$ cat config.mk
export PLATFORM = sky130hd
export DESIGN_NAME = gnpm_dist
export DESIGN_NICKNAME = d
export VERILOG_FILES = /design/src/rtl/greedy_nearest_point_matcher_macros.svh /design/src/rtl/gnpm_pkg.sv /design/src/rtl/gnpm_dist.sv
export SDC_FILE = /design/constraint.sdc
export NUM_CORES = 2
export LEC_CHECK = 0
export CAP_MARGIN = 25
export CORE_ASPECT_RATIO = 0.5
export CORE_MARGIN = 4
export CORE_UTILIZATION = 50
export CTS_CLUSTER_DIAMETER = 200
export DETAILED_ROUTE_END_ITERATION = 8
export DONT_BUFFER_PORTS = 1
export HOLD_SLACK_MARGIN = 0.03
export PLACE_DENSITY_LB_ADDON = 0.12
export RECOVER_POWER = 100
export SETUP_SLACK_MARGIN = 0.1
export SKIP_CTS_REPAIR_TIMING = 1
export SLEW_MARGIN = 20
export SYNTH_ARGS = -nofsm -noshare
export SYNTH_HDL_FRONTEND = slang
export SYNTH_SLANG_ARGS = --single-unit
$ cat constraint.sdc
create_clock -name clk -period 17.4 [get_ports clk]
set_input_delay 0.87 -clock clk [delete_from_list [all_inputs] [get_ports clk]]
set_output_delay 0.87 -clock clk [all_outputs]
set_load 0.03 [all_outputs]
$ cat src/rtl/greedy_nearest_point_matcher_macros.svh
// Assertion macros for the greedy nearest point matcher.
`ifndef GREEDY_NEAREST_POINT_MATCHER_MACROS_SVH
`define GREEDY_NEAREST_POINT_MATCHER_MACROS_SVH
`ifndef SYNTH
`define GNPM_ASSERT_IMP(label, ante, cons, msg) \
    label: assert property (@(posedge clk) disable iff (!rst_n) (ante) |-> (cons)) \
        else $error(msg);
`define GNPM_ASSERT_NXT(label, ante, cons, msg) \
    label: assert property (@(posedge clk) disable iff (!rst_n) (ante) |=> (cons)) \
        else $error(msg);
`else
`define GNPM_ASSERT_IMP(label, ante, cons, msg)
`define GNPM_ASSERT_NXT(label, ante, cons, msg)
`endif
`endif

$ cat src/rtl/gnpm_pkg.sv
// Shared types and constants of the greedy nearest point matcher.
`default_nettype none
package gnpm_pkg;
    localparam int COORD_W = 16;
    localparam int POINT_W = 3 * COORD_W;
    localparam int TAG_W   = 6;
    localparam int SQ_W    = 33;
    localparam int SUM_W   = 36;
    localparam int DIST_W  = 18;
    localparam int ISQRT_STEPS = 18;

    typedef struct packed {
        logic [POINT_W-1:0] point;
        logic [TAG_W-1:0]   tag;
        logic               unused;
    } cand_cell_t;

    typedef struct packed {
        logic             shift;
        logic             clr_all;
        logic             clr_en;
        logic [TAG_W-1:0] clr_tag;
    } cell_ctl_t;
endpackage
`default_nettype wire

$ cat src/rtl/gnpm_dist.sv
// Distance unit: squared difference sum and bitwise integer square root.
`default_nettype none
module gnpm_dist
    import gnpm_pkg::*;
(
    input  wire logic               clk,
    input  wire logic               rst_n,
    input  wire logic               start,
    input  wire logic [POINT_W-1:0] pa,
    input  wire logic [POINT_W-1:0] pb,
    output logic                    done,
    output logic      [DIST_W-1:0]  dist_val
);
    localparam logic [SUM_W-1:0] BIT_INIT = SUM_W'(1) << (SUM_W - 2);
    localparam int STEP_W = $clog2(ISQRT_STEPS + 2);
    localparam logic [STEP_W-1:0] STEP_SUM  = STEP_W'(1);
    localparam logic [STEP_W-1:0] STEP_LAST = STEP_W'(ISQRT_STEPS + 1);

    logic [SQ_W-1:0]   sq_reg [3];
    logic [SUM_W-1:0]  v_reg;
    logic [SUM_W-1:0]  res_reg;
    logic [SUM_W-1:0]  bit_reg;
    logic [STEP_W-1:0] step_reg;
    logic              busy_reg;
    logic              done_reg;
    logic signed [16:0] diff [3];
    logic signed [33:0] prod [3];
    logic [SUM_W-1:0]  trial;

    always_comb
    begin
        for (int k = 0; k < 3; k++)
        begin
            diff[k] = $signed({pa[k*COORD_W+COORD_W-1], pa[k*COORD_W +: COORD_W]})
                    - $signed({pb[k*COORD_W+COORD_W-1], pb[k*COORD_W +: COORD_W]});
            prod[k] = diff[k] * diff[k];
        end
    end

    assign trial = res_reg + bit_reg;

    always_ff @(posedge clk or negedge rst_n)
    begin
        if (!rst_n)
        begin
            busy_reg <= 1'b0;
            done_reg <= 1'b0;
            step_reg <= '0;
        end
        else
        begin
            done_reg <= 1'b0;
            if (start)
            begin
                busy_reg <= 1'b1;
                step_reg <= STEP_SUM;
            end
            else if (busy_reg)
            begin
                step_reg <= step_reg + 1'b1;
                if (step_reg == STEP_LAST)
                begin
                    busy_reg <= 1'b0;
                    done_reg <= 1'b1;
                end
            end
        end
    end

    always_ff @(posedge clk)
    begin
        if (start)
        begin
            for (int k = 0; k < 3; k++)
            begin
                sq_reg[k] <= prod[k][SQ_W-1:0];
            end
        end
        else if (busy_reg && (step_reg == STEP_SUM))
        begin
            v_reg   <= SUM_W'(sq_reg[0]) + SUM_W'(sq_reg[1]) + SUM_W'(sq_reg[2]);
            res_reg <= '0;
            bit_reg <= BIT_INIT;
        end
        else if (busy_reg)
        begin
            if (v_reg >= trial)
            begin
                v_reg   <= v_reg - trial;
                res_reg <= (res_reg >> 1) + bit_reg;
            end
            else
            begin
                res_reg <= res_reg >> 1;
            end
            bit_reg <= bit_reg >> 2;
        end
    end

    assign done     = done_reg;
    assign dist_val = res_reg[DIST_W-1:0];
endmodule
`default_nettype wire

==> results.yml <==
layout:
  syn_to_final_growth_pct: 3.958
  final_layout_size_suffix_gt1_share_pct: 2.242
  antennaDiodeCount: 0
  fin_nets: 5902
  fillers: 7916
  largest_reg_flops: 96
  layout_common_cells: "inv_1, fa_1, nor2_1"
  fin_cells: 5750
  layout.cells.most_common: "inv_1"
worst_setup_path:
  required_ps: 17610
  slowest_delay_ps: 640
  path_common_cell: "inv_1"
  timing.critical_path.from_type: "primary input"
  cp_slowest_cell: "o31ai_1"
  cp-end-kind: "flip-flop"
  worst_ep_arrival_time_ps: 10070
  crit_fanout: 12
  type_of_the_worst_setup_path: "primary input to flip-flop"
synth:
  cell_type_contributing_the_most_total_cell_area_after_synthesis: "fa_1"
  synth_enable_flop_cells: 186
  ys_seq_elements: 193
  synth_seq_area_share_pct: 13.31
  synth_top_cells_by_area: "fa_1, edfxtp_1, ha_1"
  yosysWarningCount: 0
  yosys.cell_types.count: 78
  yosys.area.top_type_share_pct: 38.34
  avgSynthCellArea_um2: 9.314
  ys_dominant_reg_cell: "edfxtp_1"
  syn-instance-count: 4647
  netlist_area_um2: 43280
  asyncSetResetFlopFracSynth_pct: 3.627
die:
  design.die.area_um2: 91620
  placement_rows: 75
  io-pin-count: 118
  chipWidth_um: 424.1
  core_area_um2: 84830
  die_height_um: 216.0
  initial_utilization_pct: 51.02
outcome:
  violations: "max-capacitance violations, max-slew violations"
  outcome: "finished, violations left"
routing:
  route.final.wire_length_mm: 99.47
  dr_total_vias: 30550
  route.detailed.wl_per_inst_um: 17.30
  drc_errors: 0
  detail_route.vias_per_cell: 5.313
  drt-pass1-iter-count: 6
  antenna_left: 0
  drt_first_iter_violations: 2053
place:
  placedCellCount: 5718
  numPortBuffers: 0
  gp_routability_congestion: 0.9127
  hpwl_mm: 85.16
grt:
  vias_in_the_first_global_route: 32340
  grt_use_total_pct: 22.59
  grt_antenna_before_repair: 4
  grt_remaining_overflow: 0
  grt_pass1_wl_mm: 166.2
  grt_start_max_net_pins: 104
clocking:
  cts_root_buf: "clkbuf_16"
  clock_path_buffers: 2
  numCtsBuffers: 17
  clk_pin_slew_ps: 70
  insertion_delay_ps: 470
  clock_sink_count: 193
  tritoncts: "done"
  ctsHtreeMaxLevel: 4
min_path:
  worst_hold_path_type: "primary input to async pin"
timing:
  fin_worst_skew_ps: 16.23
  worst_hold_margin_ps: 95.02
  tns_ps: 0
  max_slew.worst_pin.slew_ps: 2915
  final-hold-violation-count: 0
  unrepaired_setup_endpoints_after_global_routing: "false"
  slew_headroom_pct: -94.33
  final.min_clock_period_ps: 9865
  maxSlewViolCount: 190
  fin_crit_sh_pct: 56.69
  fmax_mhz: 101.4
  report.final.setup_viol: 0
flow_run:
  cap_violations: 4
-- stage by stage --
stage,setup WS (ps),instance area (µm²),util [%]
2_1_floorplan,8477,43290,-
3_3_place_gp,7470,44490,52.44
3_5_place_dp,7384,44500,52.46
4_1_cts,7869,45050,53.11
5_1_grt,6940,45000,53.04
6_report,7535,45000,53.04
-- metal layers --
metal / vias to the layer above / GRT usage [%] / wire (µm)
li1: 14440 / - / -
met5: - / 0 / 13
met2: 789 / 35.50 / 44470
met3: 101 / 4.817 / 7258
met1: 15220 / 32.88 / 46300
met4: 2 / 3.635 / 1429
-- cell usage after synthesis (25+ instances only) --
cell type,number
inv_1,1063
nand2_1,378
nand3_1,49
xnor2_1,160
xor2_1,100
nor2_1,432
clkbuf_1,96
a31oi_1,29
nor2b_1,37
edfxtp_1,186
o21ai_0,104
and3_1,25
o21bai_1,25
fa_1,829
a211oi_1,35
o21a_1,31
a21o_1,70
or3_1,30
and2_1,32
nor3_1,46
a21oi_1,176
o21ai_1,29
ha_1,392
-- worst paths after layout --
kind,startpoint,endpoint,slack [ps],cells past startpoint
worst min register to register,step_reg[4],step_reg[4],570,2
worst max-delay path,pb[17],sq_reg[0][64],7540,34
worst min-delay path,rst_n,step_reg[2],100,0
min in group clk,step_reg[4],step_reg[4],570,2
worst max register to register,res_reg[6],v_reg[23],9710,22
max in group asynchronous,rst_n,step_reg[4],17240,0
-- kinds of logic after synthesis --
family,synth area share (%)
adder cells (fa/ha/maj),49.67
buffers and inverters,10.66
AND/OR/NAND/NOR,11.49
AO/OA/AOI/OAI,9.450
XOR/XNOR,5.261
flip-flops,13.31
multiplexers,0.1416
other,0.008664
-- area by class of cell --
class	instances	area [µm²]	area share, %
tap	1155	1445	3.212
clock buffer	18	429.2	0.9538
multi-input combinational	3246	32920	73.15
timing repair buffer	38	247.7	0.5506
clock inverter	14	120.1	0.2669
inverter	1086	4076	9.060
sequential	193	5761	12.80
-- worst max-delay path: cells and delay by family --
family,cells,cell delay [ps]
and+or+nand+nor,6,900
adders and majority gates,8,3420
xor gates and xnor gates,2,280
AOI/OAI and AO/OA,10,3170
buffers and inverters,8,1380
Power is not shown: default switching activity piles up to over one toggle a cycle in this logic, so the estimate is an artifact.
