==> src/rtl/greedy_nearest_point_matcher_macros.svh <==
// Assertion macros for the greedy nearest point matcher.
`ifndef GREEDY_NEAREST_POINT_MATCHER_MACROS_SVH
`define GREEDY_NEAREST_POINT_MATCHER_MACROS_SVH
`ifndef SYNTH
`define GNPM_ASSERT_IMP(label, ante, cons, msg) \
    label: assert property (@(posedge clk) disable iff (!rst_n) (ante) |-> (cons)) \
        else $error(msg);
`define GNPM_ASSERT_NXT(label, ante, cons, msg) \
    label: assert property (@(posedge clk) disable iff (!rst_n) (ante) |=> (cons)) \
        else $error(msg);
`else
`define GNPM_ASSERT_IMP(label, ante, cons, msg)
`define GNPM_ASSERT_NXT(label, ante, cons, msg)
`endif
`endif

==> src/rtl/gnpm_pkg.sv <==
// Shared types and constants of the greedy nearest point matcher.
`default_nettype none
package gnpm_pkg;
    localparam int COORD_W = 16;
    localparam int POINT_W = 3 * COORD_W;
    localparam int TAG_W   = 6;
    localparam int SQ_W    = 33;
    localparam int SUM_W   = 36;
    localparam int DIST_W  = 18;
    localparam int ISQRT_STEPS = 18;

    typedef struct packed {
        logic [POINT_W-1:0] point;
        logic [TAG_W-1:0]   tag;
        logic               unused;
    } cand_cell_t;

    typedef struct packed {
        logic             shift;
        logic             clr_all;
        logic             clr_en;
        logic [TAG_W-1:0] clr_tag;
    } cell_ctl_t;
endpackage
`default_nettype wire

==> src/rtl/gnpm_cell.sv <==
// One candidate cell of the rotating candidate chain.
`default_nettype none
module gnpm_cell
    import gnpm_pkg::*;
(
    input  wire logic       clk,
    input  wire logic       rst_n,
    input  wire cell_ctl_t  ctl,
    input  wire cand_cell_t neighbor,
    output cand_cell_t      slot
);
    cand_cell_t cell_reg;
    cand_cell_t cell_next;

    always_comb
    begin
        cell_next = cell_reg;
        if (ctl.clr_all)
        begin
            cell_next.unused = 1'b0;
        end
        else if (ctl.shift)
        begin
            cell_next = neighbor;
        end
        else if (ctl.clr_en && (cell_reg.tag == ctl.clr_tag))
        begin
            cell_next.unused = 1'b0;
        end
    end

    always_ff @(posedge clk or negedge rst_n)
    begin
        if (!rst_n)
        begin
            cell_reg <= '0;
        end
        else
        begin
            cell_reg <= cell_next;
        end
    end

    assign slot = cell_reg;
endmodule
`default_nettype wire

==> config.mk <==
export PLATFORM = sky130hd
export DESIGN_NAME = gnpm_cell
export DESIGN_NICKNAME = d
export VERILOG_FILES = /design/src/rtl/greedy_nearest_point_matcher_macros.svh /design/src/rtl/gnpm_pkg.sv /design/src/rtl/gnpm_cell.sv
export SDC_FILE = /design/constraint.sdc
export NUM_CORES = 1
export LEC_CHECK = 0
export BUFFER_PORTS_ARGS = -buffer_cell sky130_fd_sc_hd__buf_2
export CORE_MARGIN = 8
export CORE_UTILIZATION = 35
export CTS_BUF_LIST = sky130_fd_sc_hd__clkbuf_8
export DETAILED_ROUTE_END_ITERATION = 10
export HOLD_SLACK_MARGIN = 0.03
export PLACE_DENSITY = 0.73
export SYNTH_ARGS = -nofsm -noshare
export SYNTH_HDL_FRONTEND = slang
export SYNTH_SLANG_ARGS = --single-unit
==> constraint.sdc <==
create_clock -name clk -period 2.23 [get_ports clk]
set_input_delay 0.223 -clock clk [delete_from_list [all_inputs] [get_ports clk]]
set_output_delay 0.223 -clock clk [all_outputs]
set_load 0.03 [all_outputs]
==> qor.yml, run 1 <==
synth_area_per_cell_um2: 19.1
synth_common_cells: "dfrtp_1 (55), mux2_4 (50), buf_12 (6)"
post_cts_buffers: 0
netlist_area_um2: 2410
ys_async_sr_fraction_pct: 100
synth_cell_types: 11
rr_startpoint: "slot[6]"
dieArea_um2: 9800
cts.sinks: 55
yosys_register_bits: 55
rr_endpoint: "slot[0]"
drtIter0Drc: 28
cts-root-buf: "clkbuf_8"
cp_data_arrival_time_ns: 1.35
grt_max_degree: 34
fin_crit_sh_pct: 52.4
leakagePower_nw: 1.64
design.core.area_um2: 6720
finalSetupViolCount: 0
rsz0062_at_grt: "no"
synth_seq_area_share_pct: 57.1
clk_pin_slew_ns: 0.09
io_buffers: 120
ys_warn_count: 0
crit_family: "buffers and inverters"
maxSlewViolCount: 0
synth_top_area_share_pct: 57.1
layout-drive-gt1-share_pct: 73.9
ant_nets: 0
start_kind: "input pin"
setup_tns_ns: 0
hold_path_startpoint: "ctl[7]"
htree_levels: 2
finalWirelength_um: 5420
crit_buf_inv: 2
die_h_um: 99.0
skew_ns: 0.00189
ys_top_cells_by_area: "dfrtp_1 (57%), mux2_4 (31%), buf_12 (5.0%)"
dpl_worst_slack_ns: 0.730
max-slew-margin-rel_pct: 61.8
grt_pass1_wl_um: 8780
worst_slew_pin_slew_ns: 0.573
cts_tree: "built"
crit_chain: "buf_2, nor2b_4, buf_4, mux2_2"
seq_area_um2: 1380
max_freq_mhz: 855
synth-edff-count: 0
n_antenna_cell: 0
track_usage_pct: 11.1
cp.depth: 4
netlist_instances: 126
hold_slack_ns: 0.125
insertion_delay_ns: 0.30
reg2reg_depth: 3
ir_drop_mv: 0.355
gp_congestion: 0.735
synth_nets: 192
ios: 121
worstSetupEndpointType: "flop"
start_util_pct: 35.9
synthFlopType: "dfrtp_1"
die_x_um: 99.0
hold_depth: 2
drv_cap: 0
p_per_area_nw_per_um2: 891
r2r_slack_ns: 1.08
drcViolationCount: 0
first_pass_iters: 3
setup_ws_ns: 1.06
fillerInstances: 608
cpMaxStageDelayCell: "buf_4"
fin_nets: 318
area_growth_pct: 31.2
yosys.area.top_type: "dfrtp_1"
hpwlAfterDp_um: 4260
required_ns: 2.42
final.min_clock_period_ns: 1.17
viasPerCell: 4.43
finalHoldViolCount: 0
path_max_fanout: 33
grt-ovfl-total: 0
critical_path_class: "in2reg"
cts_buffers: 5
grt_pass1_vias: 1678
post-synth-top-count-cell: "dfrtp_1"
wl_per_cell_um: 16.3
antenna_found_initial: 0
largest_reg_flops: 55
vias: 1476
multi_input_area_um2: 916
outcome: "completed"
rows: 30
hold_class: "in2reg"
cts_max_path_buffers: 2
min_to: "slot[0]"
cp_slowest_stage_delay_ns: 0.47
[what timing repair did]
action | 4_1_cts | 5_1_grt
hold buffers | 1 | 0
hold endpoints to repair | 19 | 0
resized for setup | 0 | 0
[through the flow]
step | cells | utilization (%) | power (mW) | area, um^2
global placement | 324 | 45.0 | 2.08 | 3020
finish | 333 | 47.1 | 2.82 | 3170
global route | 333 | 47.1 | 2.96 | 3170
CTS | 333 | 47.1 | 2.86 | 3170
floorplan | 126 | - | 1.83 | 2410
detailed placement | 324 | 45.0 | 2.10 | 3020
[cell type report]
cell class                      instances  share of cell area, %
Sequential cell                        55                   43.5
Tap cell                               80                   3.16
Clock inverter                          3                   2.02
Clock buffer                            5                   2.17
Timing Repair Buffer                  125                   20.2
Multi-Input combinational cell         65                   28.9
[logic make-up after synthesis]
| logic type | share of synthesized area [%] |
|---|---|
| multiplexers | 33.4 |
| flip-flops | 57.1 |
| AO/OA/AOI/OAI | 1.45 |
| buffers and inverters | 4.98 |
| XOR/XNOR | 2.18 |
| AND/OR/NAND/NOR | 0.934 |
[worst max path at each step]
stage | startpoint | end
2_1_floorplan | slot[6] | slot[0]
3_3_place_gp | ctl[7] | slot[46]
3_5_place_dp | ctl[8] | slot[46]
4_1_cts | ctl[8] | slot[46]
5_1_grt | slot[6] | slot[0]
6_report | ctl[8] | slot[46]
[per-layer routing]
metal / part of all wire (%) / up-vias / GRT usage, % / wire (um)
met5: 0 / - / 0 / 0
met4: 0.57 / 0 / 2.83 / 31
met3: 7.3 / 6 / 3.66 / 394
met2: 47 / 69 / 17.7 / 2570
met1: 45 / 715 / 13.9 / 2430
li1: - / 686 / - / -
[power breakdown]
group          switching [mW]  internal, mW
clock network           0.306         0.444
logic                   0.484         0.360
registers              0.0836          1.14
[placed cells by master (no fill, tap or decap)]
master and n:
xor2_1 3, and4_1 1, dlygate4sd3_1 1, dfrtp_1 55, buf_4 4, mux2_4 50
clkbuf_8 5, mux2_2 4, nor2b_4 1, buf_2 120, a2111oi_4 1, bufinv_16 2
xnor2_1 3, a211oi_1 1, inv_1 1, mux2i_1 1
No activity file was read; power rests on OpenSTA's default activity.
==> inputs of run 2 (changes only) <==
PLACE_DENSITY = 0.75   (was 0.73)
clock period = 1 ns   (was 2.23 ns; I/O delays follow)
==> run 2 against run 1 <==
  * First-iteration DRC count up 86%
  * Critical endpoint is now slot[0]
  * Utilization up 18 points
  * Clock power up 99%
  * Critical path depth down 1
  * Combinational power rose to 3.4 times the previous value
  * Non-clock buffer count up 99
  * Highest routed layer unchanged
  * Die area unchanged
  * Sequential share of layout area down 12 points
  * Final cell count up 30%
  * Sequential power up 130%
  * Setup slack worse by 1.2 ns
  * The run now ends with negative setup slack left
  * Via count up 34%
==> qor.yml, run 2 (same netlist as run 1, synthesis figures left out) <==
fin_cells: 432
finalHoldViolCount: 0
vias: 1976
grt_max_degree: 36
n_antenna_cell: 0
path_max_fanout: 2
worstSetupEndpointType: "flop"
insertion_delay_ns: 0.30
first_pass_iters: 4
ir_drop_mv: 0.657
seq_power_share_pct: 39.2
htree_levels: 2
start_util_pct: 35.9
critical_path_class: "reg2reg"
place_inst: 338
drcViolationCount: 0
cts_buffers: 5
p_sw_mw: 2.30
maxSlewViolCount: 0
pwr-share-clk_pct: 20.7
area_growth_pct: 82.5
outcome: "complete, but fails checks"
leakagePower_nw: 2.19
die_x_um: 99.0
rsz0062_at_grt: "yes"
hpwlAfterDp_um: 4590
setup_tns_ns: -0.571
die_h_um: 99.0
fillerInstances: 485
p_comb_share_pct: 40.1
final_cell_mix: "buf_2 (66), dlygate4sd3_1 (55), dfrtp_1 (53)"
max-slew-margin-rel_pct: 82.3
final.min_clock_period_ns: 1.16
max_freq_mhz: 866
ant_nets: 0
cts_tree: "built"
io_buffers: 120
grt_pass1_wl_um: 11500
largest_reg_flops: 55
grt_pass1_vias: 2140
cts_max_path_buffers: 2
final_common_cell: "buf_2"
cts.sinks: 55
hold_class: "in2reg"
antenna_found_initial: 0
required_ns: 1.19
violations: "negative setup slack"
setup_ws_ns: -0.155
cp_data_arrival_time_ns: 1.34
rows: 30
ios: 121
wl_per_cell_um: 19.5
finalSetupViolCount: 8
gp_congestion: 0.726
dieArea_um2: 9800
worst_slew_pin_slew_ns: 0.264
fin_nets: 417
finalWirelength_um: 8410
layout-drive-gt1-share_pct: 67.0
grt-ovfl-total: 0
cpMaxStageDelayCell: "dfrtp_2"
clk_pin_slew_ns: 0.10
crit_chain: "xor2_2, a2111oi_4, a211oi_1"
track_usage_pct: 14.8
design.core.area_um2: 6720
p_int_mw: 4.90
viasPerCell: 4.57
p_per_area_nw_per_um2: 1640
start_kind: "flop"
drtIter0Drc: 52
cts-root-buf: "clkbuf_8"
skew_ns: 0.000593
sw_frac_of_total_pct: 31.9
fin_crit_sh_pct: 116
cp_slowest_stage_delay_ns: 0.44
drv_cap: 0
## run 2: repair_timing
item / CTS / global route
cloned: 0 / 0
buffers inserted: 6 / 25
setup endpoints to repair: 11 / 58
hold endpoints to repair: 106 / 3
resized for setup: 23 / 123
hold buffers: 52 / 3
## run 2: metrics by stage
step	cell area (um^2)	power [mW]	setup WS [ns]	util [%]	hold WS (ns)
after floorplan	2420	4.09	-0.186	-	-0.196
after global placement	3190	4.75	-0.149	47.4	0.0812
after detailed placement	3190	4.79	-0.158	47.4	0.0906
after CTS	3940	6.62	-0.173	58.7	0.0322
after global routing	4400	7.50	-0.219	65.5	0.0806
final	4400	7.20	-0.155	65.5	0.0763
## run 2: critical path: cells and delay by family (launching register included)
kind	cells	cell delay (ns)
xor gates and xnor gates	1	0.16
AOI/OAI and AO/OA	2	0.45
DFF	1	0.44
## run 2: area by class of cell
class	instances	area (um^2)	area share, %
flip-flops and latches	55	1380	31.3
well taps	80	100	2.27
repair buffers	224	1880	42.8
clock inverters	3	46.3	1.05
multi-input cells	65	923	21.0
clock buffers	5	68.8	1.56
## run 2: worst paths after layout
kind	start	to	slack (ns)	cells after the start
worst max-delay path	slot[6]	slot[0]	-0.16	3
worst min-delay path	ctl[7]	slot[0]	0.08	3
worst max register to register	slot[6]	slot[0]	-0.16	3
worst min register to register	slot[10]	slot[10]	0.52	1
max in group asynchronous	rst_n	slot[5]	0.42	3
min in group asynchronous	rst_n	slot[45]	0.31	3
## run 2: power groups by stage
stage	logic (mW)	registers (mW)	clock network, mW
after floorplan	0.656	3.44	0
after global placement	1.99	2.76	0
after detailed placement	2.03	2.77	0
after CTS	2.34	2.74	1.54
after global routing	3.00	2.86	1.64
final	2.88	2.82	1.49
## run 2: per-layer routing
| metal | GRT usage (%) | wire, um | vias to the layer above |
|---|---|---|---|
| li1 | - | - | 885 |
| met1 | 16.1 | 3260 | 998 |
| met2 | 26.4 | 4460 | 82 |
| met3 | 4.65 | 563 | 11 |
| met4 | 5.43 | 128 | 0 |
| met5 | 0 | 0 | - |
==> inputs of run 3 (changes only) <==
PLACE_DENSITY = 0.73   (was 0.75)
clock period = 1.3 ns   (was 1 ns; I/O delays follow)
==> run 3 against run 2 <==
  * The run now ends clean
  * Largest power group is now registers
  * Clock-buffer cell count stayed put
  * Clock power is 14% lower
  * Clock skew is 0.0019 ns higher
  * Final area is 27% lower
==> qor.yml, run 3 (same netlist as run 1, synthesis figures left out) <==
drv_cap: 0
fin_cells: 333
clk_pin_slew_ns: 0.09
seq_power_share_pct: 43.5
vias: 1523
rows: 30
p_int_mw: 3.35
start_kind: "flop"
p_sw_mw: 1.50
htree_levels: 2
ir_drop_mv: 0.555
hold_path_startpoint: "neighbor[3]"
max_freq_mhz: 856
p_total_mw: 4.85
maxSlewViolCount: 0
p_comb_share_pct: 30.1
cts_tree: "built"
viasPerCell: 4.57
dieArea_um2: 9800
final_common_cell: "buf_2"
fin_crit_sh_pct: 89.9
cts_buffers: 5
path_max_fanout: 3
drtIter0Drc: 30
io_buffers: 120
start_util_pct: 35.9
ctsResizeCount: 0
hpwlAfterDp_um: 4250
r2r_slack_ns: 0.13
sw_frac_of_total_pct: 30.9
rr_endpoint: "slot[0]"
grt_pass1_wl_um: 8710
reg2reg_depth: 3
grt_max_degree: 56
worstSetupEndpointType: "flop"
gp_congestion: 0.739
cp-startpoint: "slot[6]"
largest_reg_flops: 55
cts.sinks: 55
die_x_um: 99.0
finalSetupViolCount: 0
leakagePower_nw: 1.65
grt_pass1_vias: 1729
die_h_um: 99.0
hold_class: "in2reg"
final_cell_mix: "buf_2 (120), dfrtp_1 (55), mux2_4 (50)"
antenna_found_initial: 0
rr_startpoint: "slot[6]"
n_antenna_cell: 0
cp_data_arrival_time_ns: 1.35
cts_max_path_buffers: 2
ios: 121
design.core.area_um2: 6720
pwr-share-clk_pct: 26.4
cts-root-buf: "clkbuf_8"
drcViolationCount: 0
skew_ns: 0.00247
max-slew-margin-rel_pct: 80.8
p_per_area_nw_per_um2: 1510
final_core_util_pct: 47.7
rsz0062_at_grt: "no"
worst_slew_pin_slew_ns: 0.288
required_ns: 1.48
finalHoldViolCount: 0
outcome: "completed"
grt-ovfl-total: 0
setup_tns_ns: 0
fillerInstances: 607
hold_depth: 2
wl_per_cell_um: 16.6
critical_path_class: "reg2reg"
area_growth_pct: 32.9
finalWirelength_um: 5520
fin_nets: 318
endpoint: "slot[0]"
place_inst: 323
layout-drive-gt1-share_pct: 73.5
track_usage_pct: 11.1
first_pass_iters: 2
insertion_delay_ns: 0.30
ant_nets: 0
final.min_clock_period_ns: 1.17
[run 3: worst min path at each step]
stage / endpoint
final: slot[3]
after global routing: slot[54]
after CTS: slot[3]
after detailed placement: slot[27]
after global placement: slot[27]
after floorplan: slot[0]
[run 3: power groups by stage]
stage	clock (mW)	sequential, mW	combinational, mW
floorplan	0	2.64	0.503
global placement	0	2.13	1.46
detailed placement	0	2.14	1.48
CTS	1.32	2.11	1.49
global route	1.39	2.14	1.55
finish	1.28	2.11	1.46
[run 3: worst max-delay path: stages, from the launching register on]
cell and delay [ns]:
dfrtp_1 0.42, xor2_1 0.18, a2111oi_4 0.33, a211oi_1 0.11
[run 3: layer usage]
layer,global-route usage [%],vias to the layer above,wire [um]
met2,18.3,69,2650
met3,4.44,5,454
met1,13.1,760,2360
met4,2.95,0,55
li1,-,689,-
met5,0,-,0
[run 3: final cells by class]
type	count	area, um^2	area share, %
tap	80	100	3.12
sequential	55	1380	42.9
multi-input combinational	65	916	28.6
clock inverter	3	63.8	1.99
timing repair buffer	125	681	21.2
clock buffer	5	68.8	2.15
[run 3: repair_timing]
item                      4_1_cts  5_1_grt
hold buffers                    2        0
setup buffers                   0        0
hold endpoints to repair       56        0
[run 3: metrics by stage]
step	hold WS [ns]	cell area, um^2	setup slack (ns)
finish	0.0536	3210	0.131
global placement	0.148	3050	0.144
CTS	0.0389	3210	0.118
global route	0.0346	3210	0.0609
detailed placement	0.152	3050	0.0884
floorplan	-0.166	2410	0.0564
